File: src/design/mps_pkg.sv
// Shared types and constants of the min/product stack.
`default_nettype none
package mps_pkg;

	// Number of entries the stack can hold.
	localparam int unsigned DEPTH = 64;
	// Width of the entry counter, able to hold DEPTH itself.
	localparam int unsigned CNT_W = $clog2(DEPTH + 1);
	// Fixed field widths.
	localparam int unsigned DATA_W = 32;
	localparam int unsigned DEPTH_FIELD_W = 7;
	localparam int unsigned STATUS_W = 2;
	// Result payload: 106 bits of fields padded to 112.
	localparam int unsigned M_TDATA_W = 112;
	localparam int unsigned M_FIELDS_W = 3 * DATA_W + DEPTH_FIELD_W + 1 + STATUS_W;

	// Minimum reported for an empty stack.
	localparam logic [DATA_W-1:0] EMPTY_MIN = '1;

	typedef enum logic {
		OP_PUSH = 1'b0,
		OP_POP  = 1'b1
	} op_t;

	typedef enum logic [STATUS_W-1:0] {
		ST_OK        = 2'd0,
		ST_OVERFLOW  = 2'd1,
		ST_UNDERFLOW = 2'd2
	} status_t;

	// One stack entry: the value and the minimum and product at or below it.
	typedef struct packed {
		logic [DATA_W-1:0] value;
		logic [DATA_W-1:0] minimum;
		logic [DATA_W-1:0] product;
	} entry_t;

	// Shift control broadcast along the chain of cells.
	typedef struct packed {
		logic shift_down;
		logic shift_up;
	} cell_ctrl_t;

endpackage
`default_nettype wire

File: src/design/mps_cell.sv
// One storage cell of the stack chain; it shifts towards or away from the top.
`default_nettype none
module mps_cell (
	input  wire logic                 clk,
	input  wire mps_pkg::cell_ctrl_t  ctrl,
	input  wire mps_pkg::entry_t      from_above,
	input  wire mps_pkg::entry_t      from_below,
	output mps_pkg::entry_t           entry
);

	mps_pkg::entry_t entry_q;

	// A push moves every entry one place down, a pop one place up.
	always_ff @(posedge clk) begin
		if (ctrl.shift_down) begin
			entry_q <= from_above;
		end else if (ctrl.shift_up) begin
			entry_q <= from_below;
		end
	end

	assign entry = entry_q;

endmodule
`default_nettype wire

File: config.mk
export PLATFORM = sky130hd
export DESIGN_NAME = mps_cell
export DESIGN_NICKNAME = d
export VERILOG_FILES = /design/src/design/mps_pkg.sv /design/src/design/mps_cell.sv
export SDC_FILE = /design/constraint.sdc
export NUM_CORES = 1
export LEC_CHECK = 0
export BUFFER_PORTS_ARGS = -buffer_cell sky130_fd_sc_hd__buf_4
export CORE_AREA = 2 2 113 115
export DETAILED_ROUTE_END_ITERATION = 12
export DIE_AREA = 0 0 115 117
export PLACE_DENSITY = 0.71
export SETUP_SLACK_MARGIN = 0.15
export SLEW_MARGIN = 15
export SYNTH_ARGS = -nofsm -noshare
export SYNTH_HDL_FRONTEND = slang
export SYNTH_SLANG_ARGS = --single-unit
File: constraint.sdc
create_clock -name clk -period 3.6 [get_ports clk]
set_clock_uncertainty 0.15 [all_clocks]
set_input_delay 0.36 -clock clk [delete_from_list [all_inputs] [get_ports clk]]
set_output_delay 0.36 -clock clk [all_outputs]
set_load 0.02 [all_outputs]
==> results of run 1 <==
path summary, 6_finish.rpt:
kind	start	to	slack, ns	cells past startpoint
hold / removal	from_above[69]	entry[69]	0.17	2
setup / recovery	ctrl[1]	entry[40]	2.05	3
routing by layer:
layer  wire [um]  track usage  up-vias
met5           0            0        -
met4         213       0.0675        0
met3        1170       0.0561       14
met2        5700        0.272      183
met1        3610        0.154     1292
li1            -            -     1390
worst max-delay path: stages:
cell	delay [ns]
buf_4	0.11
or2_4	0.55
buf_12	0.33
through the flow:
step	instance area (um2)	hold WS [ns]	power (mW)
after CTS	6820	0.159	3.18
after floorplan	4170	0.427	1.74
final	6820	0.171	3.14
after global placement	6490	0.514	2.11
after global routing	6820	0.156	3.28
after detailed placement	6490	0.514	2.12
kinds of logic (layout without fill, tap and decap cells):
kind of cell / Yosys count / count (layout) / share of synthesized area
buffers and inverters: 11 / 308 / 0.0207
DFF: 96 / 96 / 0.692
muxes: 96 / 96 / 0.286
and+or+nand+nor: 1 / 1 / 0.00150
synth_stat cells:
library cell  number
edfxtp_1          96
buf_6              5
mux2_2            67
or2_1              1
mux2_4            29
buf_2              6
final cells by class:
type / instances / area [um2] / share of cell area
Clock buffer: 9 / 225 / 0.0330
Clock inverter: 7 / 110 / 0.0161
Multi-Input combinational cell: 97 / 1200 / 0.176
Sequential cell: 96 / 2880 / 0.423
Tap cell: 150 / 188 / 0.0275
Timing Repair Buffer: 292 / 2220 / 0.325
where the power goes:
part           switching (mW)  internal (mW)  total, mW
Clock                   0.383          0.672       1.06
Combinational           0.308          0.371      0.679
Sequential             0.0349           1.37       1.41
==> metrics.txt, run 1 <==
Synth area leader=edfxtp_1; share of layout cells above drive strength 1=0.804; TNS Setup=0 ns; Ant. Diodes=0; sequential fraction of the synthesis area=0.692; Synth Warn #=0; Required @ worst endpoint=3.46 ns; synth top area cells=edfxtp_1 (69%), mux2_2 (18%), mux2_4 (10%), buf_6 (1.4%), buf_2 (0.72%); Place WS=between 1.5 and 2 ns; post-route ant nets=0; status=complete, no violations; initial antenna violation count=0; endpoints failing setup=0; Synth top area share=0.692; Final period util=0.430; max reg flops=96; RePlAce Congestion=0.749; Inst Count DP=635; arrival time at the worst endpoint=1.41 ns; post-synthesis register bit count=between 90 and 100; Root Driver=clkbuf_16; VDD IR max=0.256 mV; CP Capture Type=flop; Layout area overhead=63.8%; TritonCTS Buffers=9; commonest non-fill, non-tap cell in the layout=buf_4; Mapped Area=~4200 um2; Port Buffer Count=290; post-synth net total=399; utilization after layout=0.554; final hold violation count=0; minimum clock period=about 1.5 ns; remaining global-route overflow=0; Starting DRT DRC Count=46; Post-CTS Resized=0; FP Rows=41; Syn Area/Cell=between 20 and 25 um2; static leakage=3.06 nW; WL/cell=16.4 um; Slew HR=0.556; worst-path fanout max=49; HP Class=primary input to flop; Initial Utilization=0.338; DR pass1 iterations=4; RSZ-0062 raised after global routing=false; Post-Route WL=10.7 mm; largest net degree at the start of global routing=97; vias in the first global route=2,917; Power Density=~460 nW/um2; Least-Margin Pin Slew=0.666 ns; GRT Util Overall=0.150; # hold bufs at CTS=0; clk sinks=96; CTS tree=built; most frequent cells in the layout=buf_4 (290), edfxtp_1 (96), mux2_2 (67); Max clock buf depth=2; final cell count without fillers=651; first-pass GRT wire length=14.8 mm; Slew Viols, Final=0; H-tree depth=3; # nets final=a little under 700; CP startpoint kind=primary input; Post-CTS Setup Bufs=0; IO Count=291; die span in x=115 um; synth unique cells=6; maxcap violations=0; Die H=117 um; CTS clock-pin slew for the worst setup and hold paths=0.06 ns; Peak Freq=647 MHz; filler cell count=1,009; core area=12,300 um2; Via density=4.42; Mapped Cells=204; Vias=~2,900; drt drc=0; die area=13,500 um2; Crit Path Class=primary input to flop; fin worst setup slack=2.05 ns
Power figures use the tool's default switching activity.
==> inputs of run 2 (changes only) <==
ABC_AREA = 1   (was unset)
PLACE_DENSITY = 0.68   (was 0.71)
clock period = 1.6 ns   (was 3.6 ns; I/O delays follow)
==> run 2 against run 1 <==
Against the previous run: the run now fails in clock tree synthesis (4_1_cts); area after synthesis shrank 1.1%; synthesized cell count rose by 100%.
==> metrics.txt, run 2 <==
status=aborted with a tool error (was complete, no violations); Halt Stage=clock tree synthesis (4_1_cts); stop err=[ERROR RSZ-0060] Max buffer count reached.; Synth Flop Type=edfxtp_1 (unchanged); sequential fraction of the synthesis area=0.699 (was 0.692); Post-CTS Resized=0 (unchanged); synth top area cells=edfxtp_1 (70%), nand2_1 (26%), buf_2 (1.7%), buf_6 (1.6%), buf_4 (0.18%) (was edfxtp_1 (69%), mux2_2 (18%), mux2_4 (10%), buf_6 (1.4%), buf_2 (0.72%)); most instantiated library cell after synthesis=nand2_1 (was edfxtp_1); Mapped Cells=407 (was 204); IO Count=291 (unchanged); Mapped Area=4120 um2 (was 4170 um2); Root Driver=clkbuf_16 (unchanged); TritonCTS Buffers=9 (unchanged); Initial Utilization=0.335 (was 0.338); RePlAce Congestion=0.791 (was 0.749); Async SR Flop Fraction=0 (unchanged); EDFF count, synth=96 (unchanged); Synth Warn #=0 (unchanged); Port Buffer Count=290 (unchanged); Synth area leader=edfxtp_1 (unchanged); synth unique cells=7 (was 6); Synth top area share=0.699 (was 0.692); post-synthesis register bit count=96 (unchanged); FP Rows=41 (unchanged); H-tree depth=3 (unchanged); # hold bufs at CTS=170 (was 0); Post-CTS Setup Bufs=0 (unchanged); post-synth net total=602 (was 399); Max clock buf depth=2 (unchanged); most frequent cells after synthesis=nand2_1 (288), edfxtp_1 (96), buf_2 (14), buf_6 (6) (was edfxtp_1 (96), mux2_2 (67), mux2_4 (29), buf_2 (6), buf_6 (5)); clk sinks=96 (unchanged); Detailed Place HPWL=just under 9 mm; die span in x=115 um (unchanged); Die H=117 um (unchanged); Syn Area/Cell=10.1 um2 (was 20.4 um2)
## run 2: cell count changes after synthesis
| cell | previous run | this run |
|---|---|---|
| nand2_1 | 0 | 288 |
| or2_1 | 1 | 0 |
| mux2_4 | 29 | 0 |
| buf_2 | 6 | 14 |
| inv_4 | 0 | 1 |
| mux2_2 | 67 | 0 |
| buf_4 | 0 | 1 |
| or2_2 | 0 | 1 |
| buf_6 | 5 | 6 |
## run 2: logic make-up after synthesis
kind of cell	share of synthesized area
buffers and inverters	0.0367
DFF	0.699
and+or+nand+nor	0.264
## run 2: metrics by stage
stage / hold slack (ns) / cells / area, um2 / worst slack, ns / utilization
floorplan: 0.189 / 407 / 4130 / -0.0677 / -
global placement: 0.273 / 829 / 6390 / 0.0618 / 0.519
detailed placement: 0.277 / 829 / 6390 / 0.0204 / 0.519
==> inputs of run 3 (changes only) <==
CORE_AREA = 2 2 114 116   (was 2 2 113 115)
DIE_AREA = 0 0 116 118   (was 0 0 115 117)
PLACE_DENSITY = unset   (was 0.68)
PLACE_DENSITY_LB_ADDON = 0.15   (was unset)
SETUP_SLACK_MARGIN = unset   (was 0.15)
==> run 3 against run 2 <==
Against the previous run: the run again fails in clock tree synthesis (4_1_cts); area after synthesis unchanged; synthesized cell count unchanged.
==> metrics.txt, run 3 <==
Detailed Place HPWL=9.11 mm (was 8.76 mm); TritonCTS Buffers=9 (unchanged); Mapped Area=4120 um2 (unchanged); stop err=[ERROR RSZ-0060] Max buffer count reached. (unchanged); Port Buffer Count=290 (unchanged); sequential fraction of the synthesis area=0.699 (unchanged); Synth Flop Type=edfxtp_1 (unchanged); Syn Area/Cell=10.1 um2 (unchanged); # hold bufs at CTS=176 (was 170); die span in x=116 um (was 115 um); Mapped Cells=407 (unchanged); Halt Stage=clock tree synthesis (4_1_cts) (unchanged); Max clock buf depth=2 (unchanged); Synth Warn #=0 (unchanged); most frequent cells after synthesis=nand2_1 (288), edfxtp_1 (96), buf_2 (14), buf_6 (6) (unchanged); Synth top area share=0.699 (unchanged); Die H=118 um (was 117 um); Post-CTS Setup Bufs=0 (unchanged); most instantiated library cell after synthesis=nand2_1 (unchanged); status=aborted with a tool error (unchanged); Initial Utilization=0.332 (was 0.335); Root Driver=clkbuf_16 (unchanged); FP Rows=41 (unchanged); H-tree depth=3 (unchanged); synth unique cells=7 (unchanged); Inst Count DP=854 (was 829); Synth area leader=edfxtp_1 (unchanged); synth top area cells=edfxtp_1 (70%), nand2_1 (26%), buf_2 (1.7%), buf_6 (1.6%), buf_4 (0.18%) (unchanged); post-synth net total=602 (unchanged); RePlAce Congestion=0.758 (was 0.791); Async SR Flop Fraction=0 (unchanged); EDFF count, synth=96 (unchanged); post-synthesis register bit count=96 (unchanged); IO Count=291 (unchanged); clk sinks=96 (unchanged); Post-CTS Resized=0 (unchanged)
[run 3: through the flow]
step | hold WS, ns | worst slack [ns] | instance area (um2) | util
after detailed placement | 0.278 | 0.289 | 6440 | 0.519
after global placement | 0.272 | 0.319 | 6440 | 0.519
after floorplan | 0.189 | -0.0677 | 4130 | -
[run 3: cells by family after synthesis]
kind of cell / share of synthesized area
simple gates: 0.264
flops: 0.699
buf+inv: 0.0367
