==> src/design/mps_pkg.sv <==
// Shared types and constants of the min/product stack.
`default_nettype none
package mps_pkg;

	// Number of entries the stack can hold.
	localparam int unsigned DEPTH = 64;
	// Width of the entry counter, able to hold DEPTH itself.
	localparam int unsigned CNT_W = $clog2(DEPTH + 1);
	// Fixed field widths.
	localparam int unsigned DATA_W = 32;
	localparam int unsigned DEPTH_FIELD_W = 7;
	localparam int unsigned STATUS_W = 2;
	// Result payload: 106 bits of fields padded to 112.
	localparam int unsigned M_TDATA_W = 112;
	localparam int unsigned M_FIELDS_W = 3 * DATA_W + DEPTH_FIELD_W + 1 + STATUS_W;

	// Minimum reported for an empty stack.
	localparam logic [DATA_W-1:0] EMPTY_MIN = '1;

	typedef enum logic {
		OP_PUSH = 1'b0,
		OP_POP  = 1'b1
	} op_t;

	typedef enum logic [STATUS_W-1:0] {
		ST_OK        = 2'd0,
		ST_OVERFLOW  = 2'd1,
		ST_UNDERFLOW = 2'd2
	} status_t;

	// One stack entry: the value and the minimum and product at or below it.
	typedef struct packed {
		logic [DATA_W-1:0] value;
		logic [DATA_W-1:0] minimum;
		logic [DATA_W-1:0] product;
	} entry_t;

	// Shift control broadcast along the chain of cells.
	typedef struct packed {
		logic shift_down;
		logic shift_up;
	} cell_ctrl_t;

endpackage
`default_nettype wire

==> src/design/mps_push_unit.sv <==
// Builds the entry for a push from the new value and the entry below it.
`default_nettype none
module mps_push_unit (
	input  wire logic [mps_pkg::DATA_W-1:0] value,
	input  wire mps_pkg::entry_t            below,
	input  wire logic                       has_below,
	output mps_pkg::entry_t                 entry
);

	logic [2*mps_pkg::DATA_W-1:0] full_product;
	logic                         keep_below_min;

	// Low half of the product is the same for signed and unsigned operands.
	assign full_product   = {{mps_pkg::DATA_W{1'b0}}, value} *
	                        {{mps_pkg::DATA_W{1'b0}}, below.product};
	assign keep_below_min = $signed(value) >= $signed(below.minimum);

	// With nothing below, the minimum and product are the value itself.
	always_comb begin
		entry.value = value;
		if (has_below) begin
			entry.minimum = keep_below_min ? below.minimum : value;
			entry.product = full_product[mps_pkg::DATA_W-1:0];
		end else begin
			entry.minimum = value;
			entry.product = value;
		end
	end

endmodule
`default_nettype wire

==> config.mk <==
export PLATFORM = sky130hd
export DESIGN_NAME = mps_push_unit
export DESIGN_NICKNAME = d
export VERILOG_FILES = /design/src/design/mps_pkg.sv /design/src/design/mps_push_unit.sv
export SDC_FILE = /design/constraint.sdc
export NUM_CORES = 1
export LEC_CHECK = 0
export BUFFER_PORTS_ARGS = -buffer_cell sky130_fd_sc_hd__buf_2
export CAP_MARGIN = 5
export CORE_ASPECT_RATIO = 1.2
export CORE_MARGIN = 2
export CORE_UTILIZATION = 48
export DETAILED_ROUTE_END_ITERATION = 12
export PLACE_DENSITY = 0.68
export SLEW_MARGIN = 20
export SYNTH_ARGS = -nofsm -noshare
export SYNTH_HDL_FRONTEND = slang
export SYNTH_SLANG_ARGS = --single-unit
==> constraint.sdc <==
create_clock -name vclk -period 8.9
set_input_delay 0.445 -clock vclk [all_inputs]
set_output_delay 0.445 -clock vclk [all_outputs]
set_load 0.02 [all_outputs]
==> results.md, run 1 <==
- The flow ran to the end, and the final reports show no timing, DRC or antenna violations.
- Data on the critical path arrives at its endpoint at 7740 ps.
- The total I/O pin count is 225.
- By startpoint and endpoint, the worst setup path is classified as in -> out.
- The number of pins with negative max-slew slack in the final report is 0.
- The total of cells resized after clock tree synthesis is 0.
- The number of buffers and inverters on the critical path is 4.
- The flip-flop and latch area is 0 um^2.
- The routability congestion estimate is 0.954.
- In this run the tightest slew margin relative to its limit is 42.9%.
- For this block, the routed nets add up to 53.4 mm of wire.
- The number of antenna violations at the first check in global routing is 1.
- The die boundary height is 218 um.
- The share of the clock period used by the worst path is 92.0%.
- The global-route usage over all layers is 27.9%.
- Adding up every negative setup slack in the final design gives 0 ps.
- The initial core utilization is 48.7%.
- The post-CTS repair timing setup buffer count is 0.
- The post-layout net count is 2878.
- During placement, the flow inserted port buffers numbering 193.
- The area overhead of the layout relative to synthesis is 5.65%.
- The die covers 39900 um^2.
- The share of synthesized area occupied by flip-flops and latches is 0%.
- The average vias per placed instance is 5.60.
- The clock period could shrink to 8190 ps.
- The number of global-route vias before repair is 15993.
- The final setup violation count is 0.
- Leaving out fill and tap cells, the most frequent cells in the layout are sky130_fd_sc_hd__inv_1 (426), sky130_fd_sc_hd__fa_1 (408), sky130_fd_sc_hd__and2_1 (288).
- The worst setup path is captured at an output pin.
- The number of endpoints with negative hold slack in the final report is 0.
- Entering global routing, the biggest net connects 64 pins.
- The global-route congestion overflow total is 0.
- Setup repair after global routing left no endpoint under its margin.
- The multi-input combinational cells in the finished layout cover a total of 16100 um^2.
- Max-cap violations in this run came to 0.
- The maximum achievable frequency is 122 MHz.
- The core box area is 37800 um^2.
- The data required time of the worst path is 8460 ps.
- After technology mapping, the gate count stands at 2128.
- The fill cell total of the finished layout is 3532.
- The path category of the worst min-delay check is in -> out.
- At the pin with the least slew margin, the transition time is 856 ps.
- The slowest stage cell on the critical path is sky130_fd_sc_hd__fa_1.
- The detailed placer's ending HPWL is 43.4 mm.
- The worst setup path is launched from an input pin.
- The count of clock-net buffers in the final layout is 0.
- The detailed router finished its first iteration with 733 violations.
- The width of the chip is 183 um.
- The share of final-layout standard cells stronger than drive strength 1 is 10.8%.
- The sequential cell count is 0.
- The synthesized netlist net count is 2820.
- The count of synthesis-stage warnings from yosys is 0.
- The most frequent cell on the critical path is sky130_fd_sc_hd__fa_1.
- The number of routed nets with antenna violations is 0.
- The detailed-route DRC error count is 0.
- The largest delay contributor family on the critical path is adder cells.
- The library cell used most frequently in the layout, excluding fill and tap cells, is sky130_fd_sc_hd__inv_1.
- The vias after detailed routing is 14937.
- Synthesis instantiated 52 different standard cells from the library.
- The top fanout value on the critical path is 23.
- The routed length per placed instance is 20.0 um.
- After synthesis, the mean cell area works out to 8.64 um^2.
- The critical path goes through buf_2, and2_1, fa_1, fa_1, inv_1, fa_1, fa_1, inv_1, fa_1, fa_1, fa_1, fa_1, ha_1, nand4_1, nor3_1, nand2_1, o211ai_1, o21ai_0, a21oi_1, xnor2_1, o21bai_1, buf_2.
- The post-synthesis instance area is 18400 um^2.
- For this run, the detailed router's first-pass iteration total came to 5.
- The quantity of hold-fixing buffers added after cts is 0.
- The floorplan has 78 rows.
- The largest single stage delay on the critical path is 560 ps.
- The global-route wire length before repair is 86.9 mm.
[through the flow]
| step | std cells | setup WS, ps | util, % | area (um^2) | hold WS (ps) |
|---|---|---|---|---|---|
| after floorplan | 2128 | 1670 | - | 18400 | 1000 |
| after global placement | 2664 | 853 | 51.4 | 19400 | 1200 |
| after detailed placement | 2664 | 784 | 51.4 | 19400 | 1200 |
| after CTS | 2664 | 742 | 51.4 | 19400 | 1200 |
| after global routing | 2664 | 408 | 51.4 | 19400 | 1200 |
| final | 2665 | 715 | 51.4 | 19400 | 1200 |
[cells in the mapped netlist, drive strengths merged, types with 4 or more instances]
| cell | instances | area share [%] |
|---|---|---|
| nand3 | 8 | 0.22 |
| o21ai | 55 | 1.5 |
| nand2 | 257 | 5.2 |
| clkbuf | 119 | 2.4 |
| o21bai | 5 | 0.20 |
| a211oi | 4 | 0.16 |
| fa | 408 | 44 |
| a41oi | 30 | 1.8 |
| nor2b | 34 | 1.2 |
| nor3 | 7 | 0.19 |
| buf | 42 | 1.6 |
| a21oi | 29 | 0.79 |
| inv | 426 | 8.7 |
| nor2 | 11 | 0.22 |
| a21o | 40 | 1.6 |
| and2 | 289 | 9.8 |
| o211ai | 70 | 2.9 |
| xor2 | 18 | 0.86 |
| nand4 | 8 | 0.27 |
| xnor2 | 61 | 2.9 |
| nand2b | 4 | 0.14 |
| ha | 155 | 11 |
| o21a | 13 | 0.53 |
[metal layers]
metal	track usage (%)	routed length (um)	share of wire, %	vias up
met5	0	13	0.024	-
met1	36.6	21400	40	7578
li1	-	-	-	6578
met3	2.82	3850	7.2	128
met4	12.1	2860	5.4	2
met2	47.1	25300	47	651
[cell families after synthesis]
family	count (synthesis)	share of synthesized area, %
simple gates	630	17.9
compound gates	267	10.5
xor+xnor	80	3.88
fa+ha+maj	563	55.0
buf+inv	588	12.8
[area by class of cell]
cell class | instances | share of cell area (%)
multi-input combinational | 1540 | 82.7
timing repair buffer | 217 | 5.91
tap | 480 | 3.09
inverter | 427 | 8.25
antenna | 1 | 0.0129
[worst paths after layout]
check                 slack [ps]         to      start  cells after the start
worst min-delay path        1200  entry[95]  value[31]                      2
worst max-delay path         710  entry[31]   below[9]                     22
==> run 2, diff against run 1 <==
--- a/config.mk
+++ b/config.mk
@@ -5,6 +5,7 @@
 export SDC_FILE = /design/constraint.sdc
 export NUM_CORES = 1
 export LEC_CHECK = 0
+export ABC_AREA = 1
 export BUFFER_PORTS_ARGS = -buffer_cell sky130_fd_sc_hd__buf_2
 export CAP_MARGIN = 5
 export CORE_ASPECT_RATIO = 1.2
==> results.md, run 2 <==
- Unrepaired setup endpoints after global routing: no (unchanged).
- The number of buffers inserted by port buffering is 193 (unchanged).
- The total of cells resized after clock tree synthesis came to 0 (unchanged).
- The data required time of the worst path is 8460 ps (about the same).
- The final design instance area without fill is 19700 um^2 (was 19400 um^2).
- The total I/O pin count is 225 (unchanged).
- The core occupancy in the finished layout came to 50.9% (was 51.4%).
- The hold-critical path depth came to 2 (unchanged).
- The number of diodes came to 0 (was 1).
- The die boundary height came to 221 um (was 218 um).
- The depth of the critical timing path with buffers and inverters included is 28 (was 22).
- The delay of the slowest cell on the worst path is 590 ps (was 560 ps).
- Leading post-synthesis cells by instance count: sky130_fd_sc_hd__nand2_1 (845), sky130_fd_sc_hd__inv_1 (788), sky130_fd_sc_hd__fa_1 (408), sky130_fd_sc_hd__ha_1 (155), sky130_fd_sc_hd__nand3_1 (92) (was sky130_fd_sc_hd__inv_1 (426), sky130_fd_sc_hd__fa_1 (408), sky130_fd_sc_hd__and2_1 (288), sky130_fd_sc_hd__nand2_1 (257), sky130_fd_sc_hd__ha_1 (155)).
- The critical path buffer and inverter count is 7 (was 4).
- The quantity of hold-fixing buffers added after cts is 0 (unchanged).
- The aggregate negative setup slack is 0 ps (unchanged).
- The final setup violation count is 0 (unchanged).
- The first-pass iteration count of the detailed router is 7 (was 5).
- The kind of capture point of the worst setup path is an output pin (unchanged).
- The share of final-layout standard cells stronger than drive strength 1 was 8.47% (was 10.8%).
- Most frequent cells in the layout: sky130_fd_sc_hd__nand2_1 (845), sky130_fd_sc_hd__inv_1 (788), sky130_fd_sc_hd__fa_1 (408) (was sky130_fd_sc_hd__inv_1 (426), sky130_fd_sc_hd__fa_1 (408), sky130_fd_sc_hd__and2_1 (288)).
- The maximum achievable frequency was 129 MHz (was 122 MHz).
- The leading cell type in the layout, fill and taps excluded is sky130_fd_sc_hd__nand2_1 (was sky130_fd_sc_hd__inv_1).
- The global-route wire length before repair came to 86.5 mm (was 86.9 mm).
- The fill cell total of the finished layout is 3880 (was 3532).
- The worst slack at placement is 1190 ps (was 784 ps).
- The number of antenna violations at the first check in global routing is 0 (was 1).
- The detailed-route DRC error count is 0 (unchanged).
- Synth top area cells: sky130_fd_sc_hd__fa_1 (43%), sky130_fd_sc_hd__nand2_1 (17%), sky130_fd_sc_hd__inv_1 (16%) (was sky130_fd_sc_hd__fa_1 (44%), sky130_fd_sc_hd__ha_1 (11%), sky130_fd_sc_hd__and2_1 (9.8%)).
- The largest net degree at the start of global routing was 60 (was 64).
- The routed length per placed instance is 16.1 um (was 20.0 um).
- The area overhead of the layout relative to synthesis came to 4.80% (was 5.65%).
- The count of synthesis-stage warnings from yosys came to 0 (unchanged).
- The width of the chip is 185 um (was 183 um).
- The number of endpoints with negative hold slack in the final report is 0 (unchanged).
- The most frequent cell on the critical path is sky130_fd_sc_hd__fa_1 (unchanged).
- The flip-flop and latch area is 0 um^2 (unchanged).
- The sequential cell count is 0 (unchanged).
- The area of the die was 40800 um^2 (was 39900 um^2).
- The detailed placer's ending HPWL came to 43.4 mm (about the same).
- The most area-hungry cell type in the Yosys netlist is sky130_fd_sc_hd__fa_1 (unchanged).
- The portion of synthesized cell area occupied by the leading cell type was 43.4% (was 44.4%).
- The worst setup path category is in -> out (unchanged).
- The global-route usage over all layers is 26.5% (was 27.9%).
- The starting DRC count in detailed routing was 956 (was 733).
- The number of max-cap violations is 0 (unchanged).
- The number of pins with negative max-slew slack in the final report is 0 (unchanged).
- The slew at the pin with the worst max-slew slack is 971 ps (was 856 ps).
- The standard-cell row count is 79 (was 78).
- Result of the run: complete, no violations (unchanged).
- The average vias per placed instance is 5.03 (was 5.60).
- The post-CTS repair timing setup buffer count is 0 (unchanged).
- The post-route minimum period is 7770 ps (was 8190 ps).
- The number of routed nets with antenna violations was 0 (unchanged).
- The top fanout value on the critical path came to 25 (was 23).
- The largest delay contributor family on the critical path is adder cells (unchanged).
- The slowest stage cell on the critical path is sky130_fd_sc_hd__buf_2 (was sky130_fd_sc_hd__fa_1).
- The synthesized netlist net count was 3352 (was 2820).
- The synthesized instance count is 2660 (was 2128).
- The count of clock-net buffers in the final layout is 0 (unchanged).
- The vias after detailed routing is 16250 (was 14937).
- The arrival time reported for the critical path endpoint is 7330 ps (was 7740 ps).
- The routability congestion estimate was 0.936 (was 0.954).
- The global-route congestion overflow total is 0 (unchanged).
- The path category of the worst min-delay check is in -> out (unchanged).
- The per-instance average area after synthesis came to 7.07 um^2 (was 8.64 um^2).
- The share of the clock period used by the worst path is 87.3% (was 92.0%).
- The wire length after detailed routing is 52.1 mm (was 53.4 mm).
- The initial core utilization came to 48.5% (was 48.7%).
- The core box area came to 38700 um^2 (was 37800 um^2).
- The total placed instance area is 19700 um^2 (was 19400 um^2).
- The final worst-path setup slack is 1130 ps (was 715 ps).
- The number of global-route vias before repair is 17157 (was 15993).
- The most common cell in the synthesized netlist is sky130_fd_sc_hd__nand2_1 (was sky130_fd_sc_hd__inv_1).
- The worst slew margin relative to its limit is 35.2% (was 42.9%).
- The distinct cell type count after synthesis is 44 (was 52).
- The post-layout net count was 3397 (was 2878).
- The post-synthesis instance area is 18800 um^2 (was 18400 um^2).
- The share of synthesized area occupied by flip-flops and latches is 0% (unchanged).
- The kind of start point of the critical path is an input pin (unchanged).
## run 2: cell types whose count changed in the layout (fill, tap and decap cells not counted), moves of 12 or more
cell	previous run	this run
sky130_fd_sc_hd__o211ai_1	70	1
sky130_fd_sc_hd__a21oi_1	29	41
sky130_fd_sc_hd__inv_1	426	788
sky130_fd_sc_hd__o21ai_0	52	27
sky130_fd_sc_hd__and2_1	288	0
sky130_fd_sc_hd__buf_4	25	11
sky130_fd_sc_hd__a41oi_1	20	0
sky130_fd_sc_hd__nor2_1	11	40
sky130_fd_sc_hd__nand3_1	8	92
sky130_fd_sc_hd__a21o_1	40	6
sky130_fd_sc_hd__xnor2_1	61	12
sky130_fd_sc_hd__nand2_1	257	845
sky130_fd_sc_hd__nor2b_1	34	0
## run 2: area by class of cell
cell class / count / area (um^2) / area share (%)
multi-input cells: 1710 / 15000 / 76.3
inverters: 789 / 2960 / 15.0
repair buffers: 204 / 1050 / 5.32
well taps: 526 / 658 / 3.34
## run 2: kinds of logic (layout without fill, tap and decap cells)
family                   Yosys count  after routing  synth area share, %
AND/OR/NAND/NOR                 1019           1019                 21.8
AO/OA/AOI/OAI                    105            105                 3.39
XOR/XNOR                          23             23                 1.07
buffers and inverters            950            993                 20.0
adder cells (fa/ha/maj)          563            563                 53.8
## run 2: per-stage QoR
step | hold WS, ps | cells
3_3_place_gp | 1190 | 3229
6_report | 1200 | 3229
5_1_grt | 1200 | 3229
4_1_cts | 1200 | 3229
2_1_floorplan | 1000 | 2660
3_5_place_dp | 1200 | 3229
## run 2: path summary, 6_finish.rpt
| kind | startpoint | slack [ps] | end |
|---|---|---|---|
| max | value[12] | 1130 | entry[27] |
| min | value[31] | 1200 | entry[95] |
## run 2: layer usage
metal  GRT usage [%]  part of all wire, %
met5               0                    0
met4            6.22                  2.7
met3            1.83                  6.3
met2            47.7                   50
met1            34.7                   41
Power of run 2 is left out: the tool's default activity adds up to more than one toggle a clock period on the data nets, which glitch-free logic cannot reach.
==> run 3, diff against run 2 <==
--- a/config.mk
+++ b/config.mk
@@ -12,7 +12,7 @@
 export CORE_MARGIN = 2
 export CORE_UTILIZATION = 48
 export DETAILED_ROUTE_END_ITERATION = 12
-export PLACE_DENSITY = 0.68
+export PLACE_DENSITY = 0.69
 export SLEW_MARGIN = 20
 export SYNTH_ARGS = -nofsm -noshare
 export SYNTH_HDL_FRONTEND = slang
==> results.md, run 3 (synthesis gave the netlist of run 2 again) <==
- Result of the run: complete, no violations (unchanged).
- The first-pass iteration count of the detailed router is 5 (was 7).
- The global-route congestion overflow total is 0 (unchanged).
- The slew at the pin with the worst max-slew slack came to 1040 ps (was 971 ps).
- The total I/O pin count is 225 (unchanged).
- The fill cell total of the finished layout is 3888 (was 3880).
- The number of routed nets with antenna violations is 0 (unchanged).
- The area of the die was 40800 um^2 (unchanged).
- Most frequent cells in the layout: sky130_fd_sc_hd__nand2_1 (845), sky130_fd_sc_hd__inv_1 (788), sky130_fd_sc_hd__fa_1 (408) (unchanged).
- The standard-cell row count came to 79 (unchanged).
- The number of global-route vias before repair is 17304 (was 17157).
- The path category of the worst min-delay check is in -> out (unchanged).
- The number of instances in the placed design is 3226 (was 3229).
- The die boundary height is 221 um (unchanged).
- The sequential cell count is 0 (unchanged).
- The starting DRC count in detailed routing was 943 (was 956).
- The delay of the slowest cell on the worst path is 670 ps (was 590 ps).
- The global-route usage over all layers is 26.4% (was 26.5%).
- The final setup violation count is 0 (unchanged).
- The global-route wire length before repair is 86.0 mm (was 86.5 mm).
- The top fanout value on the critical path is 30 (was 25).
- The maximum achievable frequency is 127 MHz (was 129 MHz).
- The aggregate negative setup slack came to 0 ps (unchanged).
- The worst slew margin relative to its limit is 31.0% (was 35.2%).
- The post-CTS repair timing setup buffer count came to 0 (unchanged).
- The total of cells resized after clock tree synthesis is 0 (unchanged).
- The kind of start point of the critical path is an input pin (unchanged).
- The post-route minimum period is 7850 ps (was 7770 ps).
- The routed length per placed instance is 16.0 um (was 16.1 um).
- The share of the clock period used by the worst path came to 88.2% (was 87.3%).
- The width of the chip was 185 um (unchanged).
- The most frequent cell on the critical path is sky130_fd_sc_hd__fa_1 (unchanged).
- The quantity of hold-fixing buffers added after cts came to 0 (unchanged).
- The routability congestion estimate was 0.926 (was 0.936).
- The number of max-cap violations is 0 (unchanged).
- The hold-critical path depth came to 2 (unchanged).
- The number of antenna violations at the first check in global routing was 0 (unchanged).
- The data required time of the worst path is 8460 ps (about the same).
- The core occupancy in the finished layout is 50.8% (was 50.9%).
- The number of buffers inserted by port buffering is 193 (unchanged).
- The critical path buffer and inverter count is 7 (unchanged).
- The post-layout net count is 3394 (was 3397).
- The leading cell type in the layout, fill and taps excluded is sky130_fd_sc_hd__nand2_1 (unchanged).
- The area overhead of the layout relative to synthesis is 4.68% (was 4.80%).
- The wire length after detailed routing was 51.6 mm (was 52.1 mm).
- The arrival time reported for the critical path endpoint is 7400 ps (was 7330 ps).
- The vias after detailed routing is 16276 (was 16250).
- The flip-flop and latch area was 0 um^2 (unchanged).
- The largest net degree at the start of global routing was 60 (unchanged).
- The final design instance area without fill is 19700 um^2 (about the same).
- The final cell count without fillers was 3226 (was 3229).
- The detailed-route DRC error count is 0 (unchanged).
- The number of endpoints with negative hold slack in the final report came to 0 (unchanged).
- The largest delay contributor family on the critical path is adder cells (unchanged).
- The number of diodes is 0 (unchanged).
- The worst setup path category is in -> out (unchanged).
- The average vias per placed instance is 5.05 (was 5.03).
- The number of pins with negative max-slew slack in the final report is 0 (unchanged).
- The slowest stage cell on the critical path is sky130_fd_sc_hd__buf_2 (unchanged).
- The count of clock-net buffers in the final layout came to 0 (unchanged).
- The total placed instance area is 19700 um^2 (about the same).
- Unrepaired setup endpoints after global routing: no (unchanged).
- The kind of capture point of the worst setup path is an output pin (unchanged).
- The core box area is 38700 um^2 (unchanged).
- The depth of the critical timing path with buffers and inverters included came to 28 (unchanged).
- The initial core utilization is 48.5% (unchanged).
- The detailed placer's ending HPWL is 42.9 mm (was 43.4 mm).
- The share of final-layout standard cells stronger than drive strength 1 was 8.37% (was 8.47%).
run 3: cell types whose count changed in the layout (fill, tap and decap cells not counted):
| cell | change |
|---|---|
| sky130_fd_sc_hd__buf_4 | -3 |
run 3: per-layer routing:
layer	vias up	wire, um	track usage [%]
li1	7550	-	-
met1	8024	20900	34.5
met2	609	25400	46.5
met3	93	3490	2.11
met4	0	1790	7.81
met5	-	0	0
run 3: layout make-up:
class	count	area [um^2]	area share (%)
repair buffers	201	1030	5.21
inverters	789	2960	15.0
multi-input cells	1710	15000	76.4
well taps	526	658	3.34
run 3: stage by stage:
| step | worst slack [ps] | hold slack (ps) |
|---|---|---|
| floorplan | 1810 | 1000 |
| global placement | 1210 | 1210 |
| detailed placement | 1170 | 1210 |
| CTS | 1130 | 1220 |
| global route | 660 | 1230 |
| finish | 1050 | 1210 |
run 3: path summary, 6_finish.rpt:
check | from | end
min | value[31] | entry[95]
max | value[7] | entry[27]
Power of run 3 is left out for the same reason.
